## config.mk

```make
export PLATFORM = sky130hd
export DESIGN_NAME = replay_stream_validator
export DESIGN_NICKNAME = d
export VERILOG_FILES = /design/src/sv/rsv_pkg.sv /design/src/sv/replay_stream_validator.sv
export SDC_FILE = /design/constraint.sdc
export NUM_CORES = 1
export LEC_CHECK = 0
export ABC_CLOCK_PERIOD_IN_PS = 17110
export BUFFER_PORTS_ARGS = -buffer_cell sky130_fd_sc_hd__buf_4
export CAP_MARGIN = 10
export CORE_MARGIN = 5
export CORE_UTILIZATION = 54
export CTS_CLUSTER_DIAMETER = 200
export CTS_CLUSTER_SIZE = 10
export DETAILED_ROUTE_END_ITERATION = 10
export GPL_ROUTABILITY_DRIVEN = 0
export PLACE_DENSITY = 0.76
export SYNTH_ARGS = -nofsm -noshare
export SYNTH_HDL_FRONTEND = slang
export SYNTH_SLANG_ARGS = --single-unit
```

## constraint.sdc

```tcl
create_clock -name clk -period 17.11 [get_ports clk]
set_input_delay 3.422 -clock clk [delete_from_list [all_inputs] [get_ports clk]]
set_output_delay 3.422 -clock clk [all_outputs]
set_load 0.005 [all_outputs]
```

## src/sv/rsv_pkg.sv

```systemverilog
// Package for the replay stream validator: types, codes and the file signature.
`default_nettype none

package rsv_pkg;

    localparam int unsigned HDR_BYTES   = 36;
    localparam int unsigned HDR_WORDS_END = 28;
    localparam logic [31:0] FRAME_LIMIT_RST = 32'd1048576;
    localparam logic [31:0] MAX_LEVEL   = 32'd19;
    localparam logic [31:0] MAX_HEIGHT  = 32'd5;
    localparam logic [31:0] HDR_VERSION = 32'd1;

    localparam logic [7:0] SIG_BYTES [8] = '{8'h54, 8'h54, 8'h52, 8'h50,
                                            8'h4c, 8'h59, 8'h30, 8'h31};

    typedef enum logic [2:0] {
        PH_SIG   = 3'd0,
        PH_HDR   = 3'd1,
        PH_FRM   = 3'd2,
        PH_TAIL  = 3'd3,
        PH_DRAIN = 3'd4
    } phase_t;

    typedef enum logic [1:0] {
        KIND_HEADER = 2'd0,
        KIND_FRAME  = 2'd1,
        KIND_DONE   = 2'd2,
        KIND_ERROR  = 2'd3
    } kind_t;

    typedef enum logic [2:0] {
        ERR_SIGNATURE = 3'd0,
        ERR_HEADER    = 3'd1,
        ERR_LIMITS    = 3'd2,
        ERR_FRAMES    = 3'd3,
        ERR_TRAILING  = 3'd4
    } err_t;

    typedef enum logic {
        REQ_BYTE = 1'b0,
        REQ_EOF  = 1'b1
    } req_t;

    typedef struct packed {
        logic [1:0]  result_kind;
        logic [31:0] seed;
        logic        mode_b;
        logic [4:0]  init_level;
        logic [2:0]  init_height;
        logic        preview_flag;
        logic [31:0] frame_total;
        logic [63:0] end_hash;
        logic [31:0] frame_index;
        logic [8:0]  frame_mask;
        logic [2:0]  error_code;
    } result_t;

endpackage

`default_nettype wire

```

## src/sv/replay_stream_validator.sv

```systemverilog
// Replay stream validator top level: byte parser, header checks and result buffering.
`default_nettype none

// Takes one word per cycle while item_stall is low (a file byte or an end-of-file
// marker) and parses the replay file in a single pass with no frame storage. A
// result that a word causes is registered in the output register, or in the skid
// entry if the output register is full and not taken. Results go through an output
// register backed by one skid entry, so input is accepted every cycle while the
// consumer keeps up; item_stall rises only when the skid entry is occupied. frame_limit
// may be written over the cfg channel, which is always ready, while the parser is idle.
module replay_stream_validator
    import rsv_pkg::*;
(
    input  wire logic        clk,
    input  wire logic        rst_n,

    input  wire logic        cfg_valid,
    output logic             cfg_ready,
    input  wire logic [31:0] cfg_data,

    input  wire logic        item_valid,
    output logic             item_stall,
    input  wire logic        req_type,
    input  wire logic [7:0]  data_byte,

    output logic             result_valid,
    input  wire logic        result_stall,
    output logic [1:0]       result_kind,
    output logic [31:0]      seed,
    output logic             mode_b,
    output logic [4:0]       init_level,
    output logic [2:0]       init_height,
    output logic             preview_flag,
    output logic [31:0]      frame_total,
    output logic [63:0]      end_hash,
    output logic [31:0]      frame_index,
    output logic [8:0]       frame_mask,
    output logic [2:0]       error_code
);

    logic [31:0] frame_limit_reg;

    phase_t      phase_reg, phase_next;
    logic [5:0]  pos_reg, pos_next;
    logic [63:0] acc_reg, acc_next;
    logic [31:0] held_seed_reg, held_seed_next;
    logic        held_mode_reg, held_mode_next;
    logic [4:0]  held_level_reg, held_level_next;
    logic [2:0]  held_height_reg, held_height_next;
    logic        held_peek_reg, held_peek_next;
    logic [31:0] held_count_reg, held_count_next;
    logic [31:0] frames_seen_reg, frames_seen_next;
    logic [7:0]  low_byte_reg, low_byte_next;
    logic        fault_reg, fault_next;

    logic        res_valid;
    result_t     res;

    logic        out_valid_reg, skid_valid_reg;
    result_t     out_reg, skid_reg;

    logic        accept;
    logic        out_fire;

    assign cfg_ready  = 1'b1;
    assign item_stall = skid_valid_reg;
    assign accept     = item_valid && !skid_valid_reg;
    assign out_fire   = out_valid_reg && !result_stall;

    always_comb
    begin
        logic [2:0]  k;
        logic [5:0]  pos_inc;
        logic [31:0] v;
        logic [31:0] seen_inc;
        pos_inc  = pos_reg + 6'd1;
        seen_inc = frames_seen_reg + 32'd1;
        k        = (pos_reg < 6'(HDR_WORDS_END)) ? {1'b0, pos_reg[1:0]}
                                                 : 3'(pos_reg - 6'(HDR_WORDS_END));
        v        = '0;

        phase_next       = phase_reg;
        pos_next         = pos_reg;
        acc_next         = acc_reg;
        held_seed_next   = held_seed_reg;
        held_mode_next   = held_mode_reg;
        held_level_next  = held_level_reg;
        held_height_next = held_height_reg;
        held_peek_next   = held_peek_reg;
        held_count_next  = held_count_reg;
        frames_seen_next = frames_seen_reg;
        low_byte_next    = low_byte_reg;
        fault_next       = fault_reg;
        res_valid        = 1'b0;
        res              = '0;

        if (accept)
        begin
            if (req_type == REQ_EOF)
            begin
                res_valid = 1'b1;
                res.result_kind = KIND_ERROR;
                case (phase_reg)
                    PH_SIG:  res.error_code = ERR_SIGNATURE;
                    PH_HDR:  res.error_code = ERR_HEADER;
                    PH_FRM:  res.error_code = ERR_FRAMES;
                    PH_TAIL: res.result_kind = KIND_DONE;
                    default: res_valid = 1'b0;
                endcase
                phase_next       = PH_SIG;
                pos_next         = '0;
                acc_next         = '0;
                held_seed_next   = '0;
                held_mode_next   = 1'b0;
                held_level_next  = '0;
                held_height_next = '0;
                held_peek_next   = 1'b0;
                held_count_next  = '0;
                frames_seen_next = '0;
                low_byte_next    = '0;
                fault_next       = 1'b0;
            end
            else
            begin
                case (phase_reg)
                    PH_SIG:
                    begin
                        if (data_byte != SIG_BYTES[pos_reg[2:0]])
                        begin
                            res_valid = 1'b1;
                            res.result_kind = KIND_ERROR;
                            res.error_code = ERR_SIGNATURE;
                            phase_next = PH_DRAIN;
                            pos_next   = '0;
                        end
                        else if (pos_inc >= 6'd8)
                        begin
                            phase_next = PH_HDR;
                            pos_next   = '0;
                        end
                        else
                        begin
                            pos_next = pos_inc;
                        end
                    end
                    PH_HDR:
                    begin
                        for (int i = 0; i < 8; i++)
                        begin
                            if (3'(i) == k)
                                acc_next[8*i +: 8] = data_byte;
                            else if (k == 3'd0)
                                acc_next[8*i +: 8] = 8'h00;
                        end
                        v = acc_next[31:0];
                        pos_next = pos_inc;
                        if (pos_reg < 6'(HDR_WORDS_END) && k == 3'd3)
                        begin
                            case (pos_reg[4:2])
                                3'd0:
                                begin
                                    if (v != HDR_VERSION)
                                    begin
                                        res_valid = 1'b1;
                                        res.result_kind = KIND_ERROR;
                                        res.error_code = ERR_HEADER;
                                        phase_next = PH_DRAIN;
                                        pos_next   = '0;
                                    end
                                end
                                3'd1: held_seed_next = v;
                                3'd2:
                                begin
                                    if (v > 32'd1) fault_next = 1'b1;
                                    held_mode_next = v[0];
                                end
                                3'd3:
                                begin
                                    if (v > MAX_LEVEL) fault_next = 1'b1;
                                    held_level_next = v[4:0];
                                end
                                3'd4:
                                begin
                                    if (v > MAX_HEIGHT) fault_next = 1'b1;
                                    held_height_next = v[2:0];
                                end
                                3'd5:
                                begin
                                    if (v > 32'd1) fault_next = 1'b1;
                                    held_peek_next = v[0];
                                end
                                default: held_count_next = v;
                            endcase
                        end
                        else if (pos_reg == 6'(HDR_BYTES - 1))
                        begin
                            res_valid = 1'b1;
                            pos_next  = '0;
                            if (fault_reg || held_count_reg == 32'd0 ||
                                held_count_reg > frame_limit_reg)
                            begin
                                res.result_kind = KIND_ERROR;
                                res.error_code = ERR_LIMITS;
                                phase_next = PH_DRAIN;
                            end
                            else
                            begin
                                res.result_kind  = KIND_HEADER;
                                res.seed         = held_seed_reg;
                                res.mode_b       = held_mode_reg;
                                res.init_level   = held_level_reg;
                                res.init_height  = held_height_reg;
                                res.preview_flag = held_peek_reg;
                                res.frame_total  = held_count_reg;
                                res.end_hash     = acc_next;
                                phase_next       = PH_FRM;
                                frames_seen_next = '0;
                            end
                        end
                    end
                    PH_FRM:
                    begin
                        if (pos_reg == 6'd0)
                        begin
                            low_byte_next = data_byte;
                            pos_next      = 6'd1;
                        end
                        else
                        begin
                            pos_next  = '0;
                            res_valid = 1'b1;
                            if (data_byte[7:1] != 7'd0)
                            begin
                                res.result_kind = KIND_ERROR;
                                res.error_code = ERR_FRAMES;
                                phase_next = PH_DRAIN;
                            end
                            else
                            begin
                                res.result_kind  = KIND_FRAME;
                                res.frame_index  = frames_seen_reg;
                                res.frame_mask   = {data_byte[0], low_byte_reg};
                                frames_seen_next = seen_inc;
                                if (seen_inc == held_count_reg)
                                    phase_next = PH_TAIL;
                            end
                        end
                    end
                    PH_TAIL:
                    begin
                        res_valid = 1'b1;
                        res.result_kind = KIND_ERROR;
                        res.error_code = ERR_TRAILING;
                        phase_next = PH_DRAIN;
                        pos_next   = '0;
                    end
                    default: ;
                endcase
            end
        end
    end

    always_ff @(posedge clk or negedge rst_n)
    begin
        if (!rst_n)
        begin
            frame_limit_reg <= FRAME_LIMIT_RST;
            phase_reg       <= PH_SIG;
            pos_reg         <= '0;
            acc_reg         <= '0;
            held_seed_reg   <= '0;
            held_mode_reg   <= 1'b0;
            held_level_reg  <= '0;
            held_height_reg <= '0;
            held_peek_reg   <= 1'b0;
            held_count_reg  <= '0;
            frames_seen_reg <= '0;
            low_byte_reg    <= '0;
            fault_reg       <= 1'b0;
        end
        else
        begin
            if (cfg_valid && cfg_ready)
                frame_limit_reg <= cfg_data;
            phase_reg       <= phase_next;
            pos_reg         <= pos_next;
            acc_reg         <= acc_next;
            held_seed_reg   <= held_seed_next;
            held_mode_reg   <= held_mode_next;
            held_level_reg  <= held_level_next;
            held_height_reg <= held_height_next;
            held_peek_reg   <= held_peek_next;
            held_count_reg  <= held_count_next;
            frames_seen_reg <= frames_seen_next;
            low_byte_reg    <= low_byte_next;
            fault_reg       <= fault_next;
        end
    end

    // output register plus one skid entry
    always_ff @(posedge clk or negedge rst_n)
    begin
        if (!rst_n)
        begin
            out_valid_reg  <= 1'b0;
            skid_valid_reg <= 1'b0;
        end
        else if (skid_valid_reg)
        begin
            if (out_fire)
            begin
                skid_valid_reg <= 1'b0;
            end
        end
        else if (res_valid)
        begin
            if (out_valid_reg && !out_fire)
                skid_valid_reg <= 1'b1;
            else
                out_valid_reg <= 1'b1;
        end
        else if (out_fire)
        begin
            out_valid_reg <= 1'b0;
        end
    end

    always_ff @(posedge clk)
    begin
        if (skid_valid_reg)
        begin
            if (out_fire)
                out_reg <= skid_reg;
        end
        else if (res_valid)
        begin
            if (out_valid_reg && !out_fire)
                skid_reg <= res;
            else
                out_reg <= res;
        end
    end

    assign result_valid = out_valid_reg;
    assign result_kind  = out_reg.result_kind;
    assign seed         = out_reg.seed;
    assign mode_b       = out_reg.mode_b;
    assign init_level   = out_reg.init_level;
    assign init_height  = out_reg.init_height;
    assign preview_flag = out_reg.preview_flag;
    assign frame_total  = out_reg.frame_total;
    assign end_hash     = out_reg.end_hash;
    assign frame_index  = out_reg.frame_index;
    assign frame_mask   = out_reg.frame_mask;
    assign error_code   = out_reg.error_code;

endmodule

`default_nettype wire

```

==> impl_metrics.tcl, run 1 <==
set metrics [dict create \
    synth_cell_types 70 \
    grtUsageTotal_pct 26.6 \
    syn-instance-count 2302 \
    layout-drive-gt1-share_pct 16.4 \
    fill_cells 3796 \
    ant_nets 0 \
    clock_power_share_pct 31.8 \
    tns_ps 0 \
    end_kind "register" \
    path_cells "buf_4, and2_1, o41ai_1, mux2_2, nand3_1, a21boi_0, a41oi_1, nand2_1, a21boi_4, buf_4, buf_4" \
    status "completed" \
    cts-root-buf "clkbuf_16" \
    die-area_um2 54300 \
    drv_slew 0 \
    yosysMostFrequentCell "edfxtp_1" \
    finalHoldViolations 0 \
    synthTopCellsByCount "edfxtp_1 (368), nand2_1 (250), dfrtp_1 (221)" \
    htreeDepth 3 \
    power_density_nw_per_um2 135 \
    met2_usage_pct 40.8 \
    syn_nets 2386 \
    clock_sinks 590 \
    power.switching_mw 1.19 \
    fmax_mhz 153 \
    ys_seq_elements 590 \
    drv_cap 0 \
    slew_headroom_pct 21.8 \
    wl_um 73300 \
    start_util_pct 54.7 \
    die_h_um 233 \
    grt_pass1_vias 19300 \
    cp_num_buf_inv 3 \
    synth_top_area_share_pct 41.2 \
    post_cts_resized 0 \
    crit_family "buffers and inverters" \
    setup_violations 0 \
    tightest_slew_ps 1160 \
    ys.flop_type "edfxtp_1" \
    slowest_delay_ps 730 \
    ios 233 \
    io_buffers 231 \
    slowest_stage "buf_4" \
    post-route-util_pct 63.2 \
    largest_register_ffs 184 \
    crit_type "in -> reg" \
    post_cts_buffers 0 \
    grtUsageMet3_pct 5.54 \
    first_pass_iters 6 \
    syn2layout_area_growth_pct 15.4 \
    drc 0 \
    yosys.area.top_type "edfxtp_1" \
    clock_path_buffers 3 \
    hold_class "reg -> reg" \
    viasPerCell 6.26 \
    p_total_mw 4.18 \
    insertion_delay_ps 600 \
    rsz0062_at_grt "false" \
    async_flop_share_pct 37.6 \
    hpwl_um 48300 \
    busiest_layer "met2" \
    initialDrtViolationCount 2580 \
    power_leakage_nw 13.1 \
    cts_hold_buf 0 \
    cts_tree "yes" \
    cts_buffers 68 \
    holdWs_ps 468 \
    fin_nets 2543 \
    grt_max_degree 102 \
    wl_per_cell_um 23.1 \
    die_w_um 233 \
    combPwrFrac_pct 20.4 \
    fin_skew_ps 24.7 \
    pwr-share-seq_pct 47.8 \
    path_max_fanout 62 \
    worst_ep_arrival_time_ps 6770 \
    antenna_found_initial 0 \
    rows 81 \
    yosysWarnings 0 \
    dr_total_vias 19900 \
    post-route-period-util_pct 38.3 \
    layout_min_cycle_time_ps 6550 \
    yosys-top-cells-area "edfxtp_1 (41%), dfrtp_1 (21%), a21o_1 (5.3%), nand2_1 (3.5%), o21ai_0 (2.3%)" \
    start_kind "primary input" \
    grt-ovfl-total 0 \
    syn_area_per_cell_um2 11.7 \
    cp.required_ps 17330 \
    core_area_um2 49100 \
    syn-cell-area_um2 26800 \
    seq_area_frac_synth_pct 61.9 \
    grt_use_met1_pct 37.5 \
    ir_worst_vdd_mv 0.0868 \
    synth_edf_count 368 \
    internal_power_mw 2.98 \
    netSwitchingFraction_pct 28.5 \
    grt_first_pass_wirelength_um 113000 \
    critPathMostFrequentCell "buf_4" \
    cts.reportedPaths.clkPinSlew_ps 50 \
]
worst reg2reg max path, delay by kind of cell (launching register included):
family | cells | cell delay [ps]
adders and majority gates | 1 | 620
buffers and inverters | 3 | 1480
AOI/OAI and AO/OA | 4 | 940
and+or+nand+nor | 3 | 1280
DFF | 1 | 480
layout by cell type (no fill, tap or decap), types with 38 or more instances in the layout:
master	Yosys	routed
a21o_1	190	190
a21oi_1	76	76
a31oi_1	42	42
and2_1	46	46
buf_4	2	252
clkbuf_1	137	49
clkbuf_16	0	70
dfrtp_1	221	220
edfxtp_1	368	368
ha_1	38	38
inv_1	47	47
mux2_2	39	39
nand2_1	250	249
nand3_1	107	107
nor2_1	146	143
nor3_1	46	44
nor4_1	64	64
o21ai_0	124	123
worst paths after layout:
| check | start | endpoint | slack [ps] | cells after the start |
|---|---|---|---|---|
| setup / recovery | data_byte[6] | end_hash[50] | 10560 | 11 |
| hold / removal | low_byte_reg[1] | low_byte_reg[1] | 470 | 2 |
| setup reg to reg | pos_reg[1] | end_hash[50] | 11850 | 11 |
| hold reg to reg | low_byte_reg[1] | low_byte_reg[1] | 470 | 2 |
| max in group asynchronous | rst_n | held_seed_reg[27] | 11850 | 3 |
| min in group asynchronous | rst_n | frame_limit_reg[6] | 2820 | 1 |
metal layers:
layer | vias to the layer above | routed length [um]
li1 | 8823 | -
met1 | 9747 | 29700
met2 | 1123 | 33400
met3 | 216 | 7110
met4 | 0 | 3010
met5 | - | 0
layout make-up:
class | count | area (um^2) | share of cell area (%)
flip-flops and latches | 590 | 16600 | 53.6
multi-input cells | 1499 | 9470 | 30.6
clock buffers | 119 | 1940 | 6.25
repair buffers | 253 | 1910 | 6.15
well taps | 664 | 831 | 2.68
inverters | 47 | 176 | 0.569
clock inverters | 5 | 51.3 | 0.166
diodes | 1 | 2.50 | 0.00808
per-stage QoR:
stage                     cell area, um^2  cells  setup WS (ps)
after floorplan                     26800   2302           3220
after global placement              29000   3053          10180
after detailed placement            29000   3053          10020
after global routing                31000   3177          10330
final                               31000   3178          10560
after CTS                           31000   3177          10650
cells by family (layout without fill, tap and decap cells):
family | Yosys count | in the layout | share of synthesized area [%]
buffers and inverters | 213 | 424 | 3.13
AOI/OAI and AO/OA | 559 | 559 | 13.8
other | 1 | 2 | 0.0140
adders and majority gates | 38 | 38 | 1.77
and+or+nand+nor | 784 | 784 | 15.1
muxes | 68 | 68 | 2.76
DFF | 590 | 590 | 61.9
xor gates and xnor gates | 49 | 49 | 1.60
power by group through the flow:
stage	Sequential (mW)	Combinational [mW]	Clock, mW
detailed placement	2.02	0.860	0
global placement	2.02	0.838	0
CTS	2.00	0.864	1.35
global route	2.02	0.924	1.41
floorplan	2.05	0.430	0
finish	2.00	0.852	1.33
Note: power is estimated with default switching activity, not from simulation.
==> run 2: changes to the inputs <==
ABC_AREA = 1   (was default)
ABC_CLOCK_PERIOD_IN_PS = 5800   (was 17110)
clock period = 5.8 ns   (was 17.11 ns; I/O delays follow)
==> run 2 against run 1 <==
The flow now finishes with violations (DRC). Setup slack worse by 8600 ps. Core utilization fell by 0.59 points. Die area increased by 0.61%. Global-route usage is 0.099 points lower. Clock power rose to 3.0 times the previous value. Sequential share of layout area down 0.38 points. Design area up 0.71%. Clock-buffer cell count unchanged. Critical path type is now reg -> reg. Highest routed layer unchanged.
==> impl_metrics.tcl, run 2 <==
set metrics [dict create \
    grt_pass1_vias 20400 \
    synthTopCellsByCount "nand2_1 (685), edfxtp_1 (368), o21ai_0 (310)" \
    io_buffers 231 \
    post_cts_buffers 0 \
    antenna_found_initial 0 \
    yosysWarnings 0 \
    clock_sinks 590 \
    worst_ep_arrival_time_ps 4110 \
    ys.flop_type "edfxtp_1" \
    fmax_mhz 261 \
    path_max_fanout 64 \
    grt_first_pass_wirelength_um 113000 \
    n_antenna_cell 0 \
    violations "DRC" \
    grt_max_degree 125 \
    syn2layout_area_growth_pct 15.5 \
    tns_ps 0 \
    hold_class "reg -> reg" \
    register_area_um2 16600 \
    post-route-period-util_pct 66.0 \
    core_area_um2 49900 \
    cts.reportedPaths.clkPinSlew_ps 50 \
    grt-ovfl-total 0 \
    largest_register_ffs 184 \
    rows 82 \
    end_kind "register" \
    synth_top_area_share_pct 40.9 \
    ir_worst_vdd_mv 0.458 \
    synthMuxAreaShare_pct 0.0417 \
    finalHoldViolations 0 \
    drc 1 \
    layout-drive-gt1-share_pct 13.5 \
    power_density_nw_per_um2 383 \
    clock_path_buffers 3 \
    syn-cell-area_um2 27000 \
    power_leakage_nw 12.5 \
    yosysMostFrequentCell "nand2_1" \
    layout_common_cells "nand2_1 (684), edfxtp_1 (368), o21ai_0 (310)" \
    insertion_delay_ps 600 \
    post-place-ws_ps 1770 \
    layout_min_cycle_time_ps 3830 \
    slew_headroom_pct 23.0 \
    dr_total_vias 21100 \
    yosys.area.top_type "edfxtp_1" \
    fin_skew_ps 21.5 \
    layout_commonest_cell "nand2_1" \
    synth_top_family_by_area "simple AND/OR/NAND/NOR gates" \
    grtUsageTotal_pct 26.5 \
    die-area_um2 54600 \
    tightest_slew_ps 1150 \
    async_flop_share_pct 37.6 \
    cts_buffers 68 \
    rsz0062_at_grt "false" \
    status "finished with violations" \
    cts_hold_buf 0 \
    wl_um 73500 \
    holdWs_ps 483 \
    syn_nets 2885 \
    syn_area_per_cell_um2 9.65 \
    crit_type "reg -> reg" \
    seq_area_frac_synth_pct 61.5 \
    synthAdderAreaFrac_pct 1.76 \
    wl_per_cell_um 19.8 \
    htreeDepth 3 \
    synth_simple_gate_area_share_pct 20.0 \
    ant_nets 0 \
    ios 233 \
    yosys-top-cells-area "edfxtp_1 (41%), dfrtp_1 (20%), nand2_1 (9.5%), o21ai_0 (5.7%), nor2_1 (4.2%)" \
    setup_violations 0 \
    synth_edf_count 368 \
    drv_slew 0 \
    die_w_um 234 \
    timing.final.ws_setup_ps 1970 \
    multiInputGateArea_um2 8990 \
    initialDrtViolationCount 2641 \
    synth_xor_area_share_pct 0.324 \
    cts_tree "yes" \
    drv_cap 0 \
    viasPerCell 5.69 \
    hpwl_um 49300 \
    fill_cells 4005 \
    die_h_um 234 \
    cp.required_ps 6090 \
    syn-instance-count 2801 \
    ys_seq_elements 590 \
    synth_cell_types 51 \
    start_util_pct 54.2 \
    post_cts_resized 0 \
    first_pass_iters 10 \
    fin_nets 3066 \
    synth_compound_area_share_pct 11.0 \
    start_kind "register" \
    cts-root-buf "clkbuf_16" \
]
-- run 2: cell count changes in the layout (fill, tap and decap cells not counted), sizes merged, moves of 38 or more --
cell | before | now
a31oi | 42 | 4
nand2 | 250 | 700
nor2 | 146 | 317
and2 | 48 | 0
nor4 | 84 | 12
nand3 | 107 | 150
a21oi | 76 | 33
mux2 | 39 | 1
o21ai | 129 | 397
inv | 51 | 220
a21o | 190 | 32
-- run 2: logic make-up (layout without fill, tap and decap cells) --
group,Yosys count,in the layout
AND/OR/NAND/NOR,1274,1274
flip-flops,590,590
AO/OA/AOI/OAI,530,530
buffers and inverters,357,591
adder cells (fa/ha/maj),38,38
XOR/XNOR,10,10
other,1,1
multiplexers,1,1
-- run 2: worst paths after layout --
path / endpoint / slack (ps) / startpoint / cells after the start
min in group asynchronous: low_byte_reg[2] / 770 / rst_n / 1
max in group asynchronous: item_stall / 3860 / rst_n / 2
min: held_level_reg[2] / 480 / held_level_reg[2] / 2
min reg2reg: held_level_reg[2] / 480 / held_level_reg[2] / 2
max: frame_total[30] / 1970 / held_count_reg[22] / 10
max reg2reg: frame_total[30] / 1970 / held_count_reg[22] / 10
-- run 2: final cells by class --
class	count	share of cell area, %
Clock inverter	4	0.148
Multi-Input combinational cell	1854	28.8
Tap cell	672	2.69
Sequential cell	590	53.2
Inverter	218	2.64
Timing Repair Buffer	250	6.19
Clock buffer	119	6.27
-- run 2: through the flow --
step	power, mW	instances	cell area, um^2	utilization [%]
2_1_floorplan	6.90	2801	27000	-
3_3_place_gp	8.01	3582	29200	58.5
3_5_place_dp	8.10	3582	29200	58.5
4_1_cts	12.0	3705	31200	62.5
5_1_grt	12.5	3707	31200	62.6
6_report	11.9	3707	31200	62.6
-- run 2: critical path: stages, from the launching register on --
cell     delay (ps)
dfrtp_1         570
ha_1            400
nand3_1         110
nor4_1          510
nand4_1         150
nand2_1         130
nand2_1         120
inv_1           140
nand2_4         340
buf_4           420
o21ai_0         600
-- run 2: power by group --
group          internal [mW]  switching, mW
logic                  0.831           1.44
clock network           2.29           1.65
registers               5.41          0.324
-- run 2: layer usage --
| layer | vias to the layer above | track usage, % | share of wire (%) |
|---|---|---|---|
| li1 | 9839 | - | - |
| met5 | - | 0 | 0 |
| met1 | 10000 | 35.9 | 40 |
| met2 | 1008 | 41.4 | 46 |
| met3 | 222 | 5.29 | 9.2 |
| met4 | 0 | 12.8 | 5.2 |
